File: config.mk
export PLATFORM = sky130hd
export DESIGN_NAME = greedy_ctc_decoder_unit_flat
export DESIGN_NICKNAME = d
export VERILOG_FILES = /design/src/hdl/gctc_pkg.sv /design/src/hdl/gctc_in_if.sv /design/src/hdl/gctc_out_if.sv /design/src/hdl/gctc_ctrl.sv /design/src/hdl/gctc_dp.sv /design/src/hdl/greedy_ctc_decoder_unit.sv /design/src/flat_wrapper.sv
export SDC_FILE = /design/constraint.sdc
export NUM_CORES = 1
export LEC_CHECK = 0
export CAP_MARGIN = 10
export CORE_ASPECT_RATIO = 0.6
export CORE_MARGIN = 2
export CORE_UTILIZATION = 25
export DETAILED_ROUTE_END_ITERATION = 12
export DONT_BUFFER_PORTS = 1
export SYNTH_ARGS = -nofsm -noshare
export SYNTH_HDL_FRONTEND = slang
export SYNTH_SLANG_ARGS = --single-unit
export TNS_END_PERCENT = 50
File: constraint.sdc
create_clock -name clk -period 4.3 [get_ports clk]
set_input_delay 1.075 -clock clk [delete_from_list [all_inputs] [get_ports clk]]
set_output_delay 1.075 -clock clk [all_outputs]
set_load 0.02 [all_outputs]
File: src/hdl/gctc_pkg.sv
package gctc_pkg;

  localparam int CLASS_W   = 13;
  localparam int PROB_W    = 16;
  localparam int SUM_W     = 27;
  localparam int CNT_W     = 11;
  localparam int MAX_STEPS = 1024;

  // The quotient always fits in PROB_W bits, so only PROB_W divide steps are needed.
  localparam int DIV_STEPS = PROB_W;
  localparam int DIV_CNT_W = $clog2(DIV_STEPS);

  localparam logic [CLASS_W-1:0] KEY_COUNT_RST = CLASS_W'(8191);

  typedef enum logic [1:0] {
    ST_IDLE,
    ST_DIV,
    ST_PUSH
  } gctc_state_t;

  typedef struct packed {
    logic step;       // transaction accepted this cycle
    logic div_iter;   // one divide step
    logic push_conf;  // push the end-of-sequence result
  } gctc_cmd_t;

  typedef struct packed {
    logic fifo_full;
  } gctc_sts_t;

  typedef struct packed {
    logic               char_valid;
    logic [CLASS_W-1:0] dict_index;
    logic               seq_end;
    logic [PROB_W-1:0]  confidence;
  } gctc_res_t;

endpackage

File: src/hdl/gctc_in_if.sv
interface gctc_in_if;
  logic                          valid;
  logic                          ready;
  logic [gctc_pkg::CLASS_W-1:0]  class_index;
  logic [gctc_pkg::PROB_W-1:0]   probability;
  logic                          last_step;

  modport source (output valid, class_index, probability, last_step, input ready);
  modport sink   (input valid, class_index, probability, last_step, output ready);
endinterface

File: src/hdl/gctc_out_if.sv
interface gctc_out_if;
  logic                          valid;
  logic                          ready;
  logic                          char_valid;
  logic [gctc_pkg::CLASS_W-1:0]  dict_index;
  logic                          seq_end;
  logic [gctc_pkg::PROB_W-1:0]   confidence;

  modport source (output valid, char_valid, dict_index, seq_end, confidence, input ready);
  modport sink   (input valid, char_valid, dict_index, seq_end, confidence, output ready);
endinterface

File: src/hdl/gctc_ctrl.sv
module gctc_ctrl (
  input  logic                clk,
  input  logic                rst_n,
  input  logic                in_valid,
  input  logic                in_last,
  input  gctc_pkg::gctc_sts_t sts,
  output logic                in_ready,
  output gctc_pkg::gctc_cmd_t cmd
);

  gctc_pkg::gctc_state_t state_r, state_nxt;
  logic [gctc_pkg::DIV_CNT_W-1:0] cnt_r, cnt_nxt;
  logic div_done;

  assign div_done = (cnt_r == gctc_pkg::DIV_CNT_W'(gctc_pkg::DIV_STEPS - 1));

  always_ff @(posedge clk) begin
    if (!rst_n) begin
      state_r <= gctc_pkg::ST_IDLE;
      cnt_r   <= '0;
    end else begin
      state_r <= state_nxt;
      cnt_r   <= cnt_nxt;
    end
  end

  // next state
  always_comb begin
    state_nxt = state_r;
    cnt_nxt   = '0;
    case (state_r)
      gctc_pkg::ST_IDLE: begin
        if (in_valid && !sts.fifo_full && in_last) state_nxt = gctc_pkg::ST_DIV;
      end
      gctc_pkg::ST_DIV: begin
        cnt_nxt = cnt_r + gctc_pkg::DIV_CNT_W'(1);
        if (div_done) begin
          state_nxt = gctc_pkg::ST_PUSH;
          cnt_nxt   = '0;
        end
      end
      gctc_pkg::ST_PUSH: begin
        if (!sts.fifo_full) state_nxt = gctc_pkg::ST_IDLE;
      end
      default: state_nxt = gctc_pkg::ST_IDLE;
    endcase
  end

  // outputs
  always_comb begin
    in_ready      = 1'b0;
    cmd.step      = 1'b0;
    cmd.div_iter  = 1'b0;
    cmd.push_conf = 1'b0;
    case (state_r)
      gctc_pkg::ST_IDLE: begin
        in_ready = !sts.fifo_full;
        cmd.step = in_valid && !sts.fifo_full;
      end
      gctc_pkg::ST_DIV:  cmd.div_iter  = 1'b1;
      gctc_pkg::ST_PUSH: cmd.push_conf = !sts.fifo_full;
      default: in_ready = 1'b0;
    endcase
  end

endmodule

File: src/hdl/gctc_dp.sv
module gctc_dp (
  input  logic                          clk,
  input  logic                          rst_n,
  input  logic                          cfg_we,
  input  logic [gctc_pkg::CLASS_W-1:0]  cfg_wdata,
  input  logic [gctc_pkg::CLASS_W-1:0]  class_index,
  input  logic [gctc_pkg::PROB_W-1:0]   probability,
  input  logic                          last_step,
  input  gctc_pkg::gctc_cmd_t           cmd,
  output gctc_pkg::gctc_sts_t           sts,
  output logic                          res_valid,
  input  logic                          res_ready,
  output gctc_pkg::gctc_res_t           res
);

  logic [gctc_pkg::CLASS_W-1:0] key_count_r;
  logic [gctc_pkg::CLASS_W-1:0] prev_r;
  logic [gctc_pkg::SUM_W-1:0]   sum_r, sum_nxt;
  logic [gctc_pkg::CNT_W-1:0]   cnt_r, cnt_nxt;

  // divider
  logic [gctc_pkg::CNT_W-1:0]   rem_r, div_r;
  logic [gctc_pkg::PROB_W-1:0]  quo_r;
  logic                         zero_r;
  logic                         last_char_r;
  logic [gctc_pkg::CLASS_W-1:0] last_key_r;
  logic [gctc_pkg::CNT_W:0]     trial;
  logic [gctc_pkg::CNT_W:0]     diff;
  logic                         qbit;

  logic                         emit;
  logic [gctc_pkg::CLASS_W-1:0] key;

  // result queue, two entries
  gctc_pkg::gctc_res_t q_r [2];
  logic          wr_ptr_r, rd_ptr_r;
  logic [1:0]    qcnt_r;
  logic          push, pop;
  gctc_pkg::gctc_res_t push_data;

  always_comb begin
    key  = class_index - gctc_pkg::CLASS_W'(1);
    emit = (class_index != '0) && (class_index != prev_r) && (key < key_count_r);
    sum_nxt = sum_r;
    cnt_nxt = cnt_r;
    if (emit && (cnt_r < gctc_pkg::CNT_W'(gctc_pkg::MAX_STEPS))) begin
      sum_nxt = sum_r + gctc_pkg::SUM_W'(probability);
      cnt_nxt = cnt_r + gctc_pkg::CNT_W'(1);
    end
  end

  always_ff @(posedge clk) begin
    if (!rst_n) begin
      key_count_r <= gctc_pkg::KEY_COUNT_RST;
      prev_r      <= '0;
      sum_r       <= '0;
      cnt_r       <= '0;
    end else begin
      if (cfg_we) key_count_r <= cfg_wdata;
      if (cmd.step) begin
        if (last_step) begin
          prev_r <= '0;
          sum_r  <= '0;
          cnt_r  <= '0;
        end else begin
          prev_r <= class_index;
          sum_r  <= sum_nxt;
          cnt_r  <= cnt_nxt;
        end
      end
    end
  end

  // restoring divide; upper sum bits start as remainder since quotient < 2^PROB_W
  assign trial = {rem_r, quo_r[gctc_pkg::PROB_W-1]};
  assign diff  = trial - {1'b0, div_r};
  assign qbit  = (trial >= {1'b0, div_r});

  always_ff @(posedge clk) begin
    if (cmd.step && last_step) begin
      rem_r       <= sum_nxt[gctc_pkg::SUM_W-1:gctc_pkg::PROB_W];
      quo_r       <= sum_nxt[gctc_pkg::PROB_W-1:0];
      div_r       <= cnt_nxt;
      zero_r      <= (cnt_nxt == '0);
      last_char_r <= emit;
      last_key_r  <= emit ? key : '0;
    end else if (cmd.div_iter) begin
      rem_r <= qbit ? diff[gctc_pkg::CNT_W-1:0] : trial[gctc_pkg::CNT_W-1:0];
      quo_r <= {quo_r[gctc_pkg::PROB_W-2:0], qbit};
    end
  end

  always_comb begin
    push = (cmd.step && !last_step) || cmd.push_conf;
    if (cmd.push_conf) begin
      push_data.char_valid = last_char_r;
      push_data.dict_index = last_key_r;
      push_data.seq_end    = 1'b1;
      push_data.confidence = zero_r ? '0 : quo_r;
    end else begin
      push_data.char_valid = emit;
      push_data.dict_index = emit ? key : '0;
      push_data.seq_end    = 1'b0;
      push_data.confidence = '0;
    end
  end

  assign res_valid     = (qcnt_r != 2'd0);
  assign pop           = res_valid && res_ready;
  assign res           = q_r[rd_ptr_r];
  assign sts.fifo_full = (qcnt_r == 2'd2);

  always_ff @(posedge clk) begin
    if (push) q_r[wr_ptr_r] <= push_data;
  end

  always_ff @(posedge clk) begin
    if (!rst_n) begin
      wr_ptr_r <= 1'b0;
      rd_ptr_r <= 1'b0;
      qcnt_r   <= 2'd0;
    end else begin
      if (push) wr_ptr_r <= !wr_ptr_r;
      if (pop)  rd_ptr_r <= !rd_ptr_r;
      qcnt_r <= qcnt_r + {1'b0, push} - {1'b0, pop};
    end
  end

endmodule

File: src/hdl/greedy_ctc_decoder_unit.sv
// Greedy CTC decoder: one timestep per input transaction, one result per step.
// in_ch  (sink): class_index, probability (Q0.16), last_step.
// out_ch (source): char_valid, dict_index (class - 1), seq_end, confidence.
// cfg_we/cfg_wdata write key_count; write only while the block is idle.
// An ordinary step's result is queued on acceptance. A last step starts a
// restoring divide (one quotient bit per cycle, in the datapath divider) of
// the sum by the count; the divide's result is queued when the queue has room.
// Steps are taken one per cycle while the queue has room, but none from a
// last step's acceptance until its result is queued. Results sit in a two-entry
// queue, so input keeps flowing while a result waits; when out_ch stalls and
// the queue fills, in_ch.ready drops until the receiver takes a transaction.
// Reset (synchronous, active low): key_count returns to 8191, the sequence
// state (previous class, sum, count) clears and the queue empties.
module greedy_ctc_decoder_unit (
  input  logic                          clk,
  input  logic                          rst_n,
  input  logic                          cfg_we,
  input  logic [gctc_pkg::CLASS_W-1:0]  cfg_wdata,
  gctc_in_if.sink                       in_ch,
  gctc_out_if.source                    out_ch
);

  gctc_pkg::gctc_cmd_t cmd;
  gctc_pkg::gctc_sts_t sts;
  gctc_pkg::gctc_res_t res;
  logic                in_ready;

  // controller: accept gating and divide sequencing
  gctc_ctrl u_ctrl (
    .clk      (clk),
    .rst_n    (rst_n),
    .in_valid (in_ch.valid),
    .in_last  (in_ch.last_step),
    .sts      (sts),
    .in_ready (in_ready),
    .cmd      (cmd)
  );

  // datapath: decode, accumulation, divider, result queue
  gctc_dp u_dp (
    .clk         (clk),
    .rst_n       (rst_n),
    .cfg_we      (cfg_we),
    .cfg_wdata   (cfg_wdata),
    .class_index (in_ch.class_index),
    .probability (in_ch.probability),
    .last_step   (in_ch.last_step),
    .cmd         (cmd),
    .sts         (sts),
    .res_valid   (out_ch.valid),
    .res_ready   (out_ch.ready),
    .res         (res)
  );

  assign in_ch.ready       = in_ready;
  assign out_ch.char_valid = res.char_valid;
  assign out_ch.dict_index = res.dict_index;
  assign out_ch.seq_end    = res.seq_end;
  assign out_ch.confidence = res.confidence;

endmodule
File: src/flat_wrapper.sv
// flat-port wrapper written by rule: the top's interface ports become plain ports
module greedy_ctc_decoder_unit_flat 
  (clk, rst_n, cfg_we, cfg_wdata, in_ch_valid, in_ch_class_index, in_ch_probability, in_ch_last_step, in_ch_ready, out_ch_valid, out_ch_char_valid, out_ch_dict_index, out_ch_seq_end, out_ch_confidence, out_ch_ready);
  gctc_in_if in_ch_i ();
  gctc_out_if out_ch_i ();
  input  logic clk;
  input  logic rst_n;
  input  logic cfg_we;
  input  logic [gctc_pkg::CLASS_W-1:0] cfg_wdata;
  input wire logic [$bits(in_ch_i.valid)-1:0] in_ch_valid;
  input wire logic [$bits(in_ch_i.class_index)-1:0] in_ch_class_index;
  input wire logic [$bits(in_ch_i.probability)-1:0] in_ch_probability;
  input wire logic [$bits(in_ch_i.last_step)-1:0] in_ch_last_step;
  output wire logic [$bits(in_ch_i.ready)-1:0] in_ch_ready;
  output wire logic [$bits(out_ch_i.valid)-1:0] out_ch_valid;
  output wire logic [$bits(out_ch_i.char_valid)-1:0] out_ch_char_valid;
  output wire logic [$bits(out_ch_i.dict_index)-1:0] out_ch_dict_index;
  output wire logic [$bits(out_ch_i.seq_end)-1:0] out_ch_seq_end;
  output wire logic [$bits(out_ch_i.confidence)-1:0] out_ch_confidence;
  input wire logic [$bits(out_ch_i.ready)-1:0] out_ch_ready;
  assign in_ch_i.valid = in_ch_valid;
  assign in_ch_i.class_index = in_ch_class_index;
  assign in_ch_i.probability = in_ch_probability;
  assign in_ch_i.last_step = in_ch_last_step;
  assign in_ch_ready = in_ch_i.ready;
  assign out_ch_valid = out_ch_i.valid;
  assign out_ch_char_valid = out_ch_i.char_valid;
  assign out_ch_dict_index = out_ch_i.dict_index;
  assign out_ch_seq_end = out_ch_i.seq_end;
  assign out_ch_confidence = out_ch_i.confidence;
  assign out_ch_i.ready = out_ch_ready;
  greedy_ctc_decoder_unit u_core (.clk(clk), .rst_n(rst_n), .cfg_we(cfg_we), .cfg_wdata(cfg_wdata), .in_ch(in_ch_i), .out_ch(out_ch_i));
endmodule
==> summary.md <==
| Metric | Value |
|---|---|
| Hold Path Class | flop to flop |
| Crit path cell chain | inv_1 > ha_1 > nor3b_1 > buf_4 > nand3_1 > xor2_1 > inv_1 > ha_1 > nand4_1 > nor2_1 > a2111oi_4 > o21ai_2 > buf_4 > nor4_2 > o22ai_1 > nor4b_2 |
| CTS tree | done |
| Vias/cell | 4.91 |
| Initial antenna violation count | 2 |
| Worst Skew | 0.0112 ns |
| CTS Root Cell | clkbuf_16 |
| RSZ-0062 raised after global routing | no |
| Cts bufs inserted | 17 |
| Max-Cap Viols | 0 |
| Synth Net Count | 1155 |
| Layout overhead on the synthesized area | 14.3% |
| Synthesized flop and latch total | 190 |
| Pre-Repair DR Iteration Count | 6 |
| Final setup violation count | 0 |
| Synth Warn # | 0 |
| Num ports | 81 |
| Register clock-pin slew on the reported worst setup and hold paths | 0.08 ns |
| Fill cells | 4369 |
| Commonest non-fill, non-tap cells in the layout | 115 x edfxtp_1, 105 x nand2_1, 75 x dfxtp_1 |
| Fraction of layout cells with a size suffix above 1 | 0.145 |
| Placer Congestion | 0.884 |
| Die Wd | 270 microns |
| WL final | 29.6 mm |
| Number of synthesized flops with an enable pin | 115 |
| Ys flop type | edfxtp_1 |
| Worst hold start | u_core.u_ctrl.cnt_r[0] |
| 1st-iter DRT viols | 798 |
| H-tree Lvls | 4 |
| DP HPWL | ~22 mm |
| Syn Inst Count | 1060 |
| Hold buffers post-CTS | 0 |
| Required @ worst endpoint | 4.58 ns |
| GRT Total Usage | 0.135 |
| Ratio of final minimum period to clock period | 0.935 |
| Sequential-to-total area share from yosys stat | 0.466 |
| DR vias | ~8200 |
| Worst EP arrival | 4.31 ns |
| Routed Antenna Nets | 0 |
| Final hold violations | 0 |
| Type of origin of the critical path | input port |
| Buffers on Ports | 0 |
| Synthesized area | 0.0106 sq mm |
| Total congestion overflow | 0 |
| Fin cells | between 1500 and 2000 |
| Dpl cell area | approximately 0.012 sq mm |
| Slew of the pin with the lowest slew margin | about 1.1 ns |
| Final Max Slew Viols | 0 |
| Core area | approximately 0.042 sq mm |
| WL per Instance | 17.8 microns |
| P_leak | about 4.6 nW |
| Row cnt | 58 |
| Max_slew headroom | 0.242 |
| Fin area | around 0.012 sq mm |
| Critical Path Start | in_ch_class_index[1] |
| Post-synth ARST share | 0 |
| Kind of critical path | input port to flop |
| Largest fanout on the critical path | 9 |
| DRC Markers | 0 |
| Placed cell count | 1626 |
| Crit-path slowest cell | a2111oi_4 |
| Number of global-route vias before repair | around 7400 |
| Minimum clock period | 4.02 ns |
| CTS Buffer Depth | 2 |
| Min setup slack post-route | 0.278 ns |
| Power Dens Cells | 449 mW/mm^2 |
| RR Startpoint | u_core.u_dp.rem_r[2] |
| Highest cell delay on the worst timing path | 0.39 ns |
| Most common cell after layout, fill and taps aside | edfxtp_1 |
| Setup WS pre-CTS | -0.191 ns |
| Initial core utilization | 0.254 |
| Yosys cell types | 83 |
| Mean Syn Cell Area | 10.0 sq um |
| Die height | 164 microns |
| Fmax | between 200 and 250 MHz |
| # nets final | 1170 |
| Number of buffers added for setup after CTS | 0 |
| CP endpoint kind | flop |
| Status | complete, no violations |
| CTS Sinks | 190 |
| Largest net degree at the start of global routing | 43 |
| First-pass GRT wire length | roughly 45 mm |
| Worst IR Drop VDD | 0.220 mV |
| Worst-skew pair later-pin latency | ~0.46 ns |
| Die area | 0.0442 sq mm |
area by class of cell:
type | count | area, sq um | share of cell area
clock inverter | 15 | 151 | 0.0125
tap | 570 | 713 | 0.0587
inverter | 49 | 184 | 0.0151
clock buffer | 17 | 425 | 0.0350
sequential | 190 | 4950 | 0.408
timing repair buffer | 61 | 495 | 0.0408
multi-input combinational | 756 | 5220 | 0.430
antenna | 1 | 2.50 | 0.000206
synth_stat cells (6+ instances only):
cell      instances  area, sq um
xor2_1           21          184
buf_1             9         33.8
a21oi_1          51          255
nand3_1          36          180
dfxtp_1          75         1500
and3_1           18          113
or3_1            14         87.6
o21a_1           12         90.1
nor3_1           27          135
mux2_2           34          383
nand4_1          15         93.8
nor2_1           74          278
a31oi_1          22          138
nand2_1         105          394
and2_1           26          163
clkbuf_1         41          154
edfxtp_1        115         3450
a211oi_1          6         45.0
ha_1             45          563
mux2i_1          13          130
a21o_1           16          120
nor2b_1           7         43.8
nor4_1            6         37.5
buf_2             8         40.0
o31ai_1          15          113
o21ai_1           9         45.0
o211ai_1         22          165
o21ai_0          29          145
inv_1            48          180
xnor2_1          33          289
worst paths after layout:
kind	endpoint	depth (start not counted)	slack [ns]
worst min-delay path	u_core.u_ctrl.cnt_r[0]	1	0.46
worst max-delay path	u_core.u_dp.zero_r	16	0.28
worst min register to register	u_core.u_ctrl.cnt_r[0]	1	0.46
worst max register to register	u_core.u_dp.rem_r[4]	7	0.97
flip-flops by register name, summed over array words and instances (netlist names), named ones only:
register                 flops
u_core.u_dp.quo_r           16
u_core.u_dp.wr_ptr_r         1
u_core.u_dp.prev_r          13
u_core.u_ctrl.state_r        2
u_core.u_dp.sum_r           27
u_core.u_dp.zero_r           1
u_core.u_dp.rem_r           11
u_core.u_dp.qcnt_r           2
u_core.u_dp.div_r           11
u_core.u_dp.rd_ptr_r         1
u_core.u_dp.q_r             62
u_core.u_dp.last_key_r      13
u_core.u_dp.key_count_r     13
u_core.u_ctrl.cnt_r          4
u_core.u_dp.cnt_r           11
u_core.u_dp.last_char_r      1
critical path: cells and delay by family:
kind / cells / cell delay (ns)
AOI/OAI and AO/OA: 3 / 0.81
xor gates and xnor gates: 1 / 0.25
and+or+nand+nor: 6 / 1.15
adders and majority gates: 2 / 0.45
buffers and inverters: 4 / 0.59
cell families (layout without fill, tap and decap cells):
family / Yosys count / after routing / synth area share
mux: 47 / 47 / 0.0483
flops: 190 / 190 / 0.466
fa+ha+maj: 47 / 47 / 0.0568
simple gates: 371 / 371 / 0.185
buf+inv: 114 / 142 / 0.0449
other cells: 0 / 1 / 0
compound gates: 237 / 237 / 0.154
xor+xnor: 54 / 54 / 0.0445
metrics by stage:
stage               utilization  total power, mW  TNS [ns]  hold WS, ns
floorplan                     -             3.45         0        0.418
global placement          0.276             3.86    -0.366        0.435
detailed placement        0.276             3.87     -2.61        0.455
CTS                       0.290             5.48         0        0.468
global route              0.290             5.72         0        0.504
finish                    0.290             5.45         0        0.463
routing by layer:
| layer | up-vias | wire length, microns | track usage |
|---|---|---|---|
| met5 | - | 10 | 0 |
| met4 | 2 | 447 | 0.0399 |
| met3 | 29 | 2510 | 0.0390 |
| met2 | 290 | 11900 | 0.181 |
| met1 | 3901 | 14700 | 0.204 |
| li1 | 3928 | - | - |
repair_timing:
action / in CTS / in global routing
endpoints found under the setup margin: 0 / 3
endpoints found under the hold margin: 0 / 0
gates resized for setup: 0 / 1
power breakdown:
group,internal [mW],switching (mW)
clock,0.817,0.783
sequential,2.20,0.0996
combinational,0.581,0.970
No activity file was read; power rests on OpenSTA's default activity.
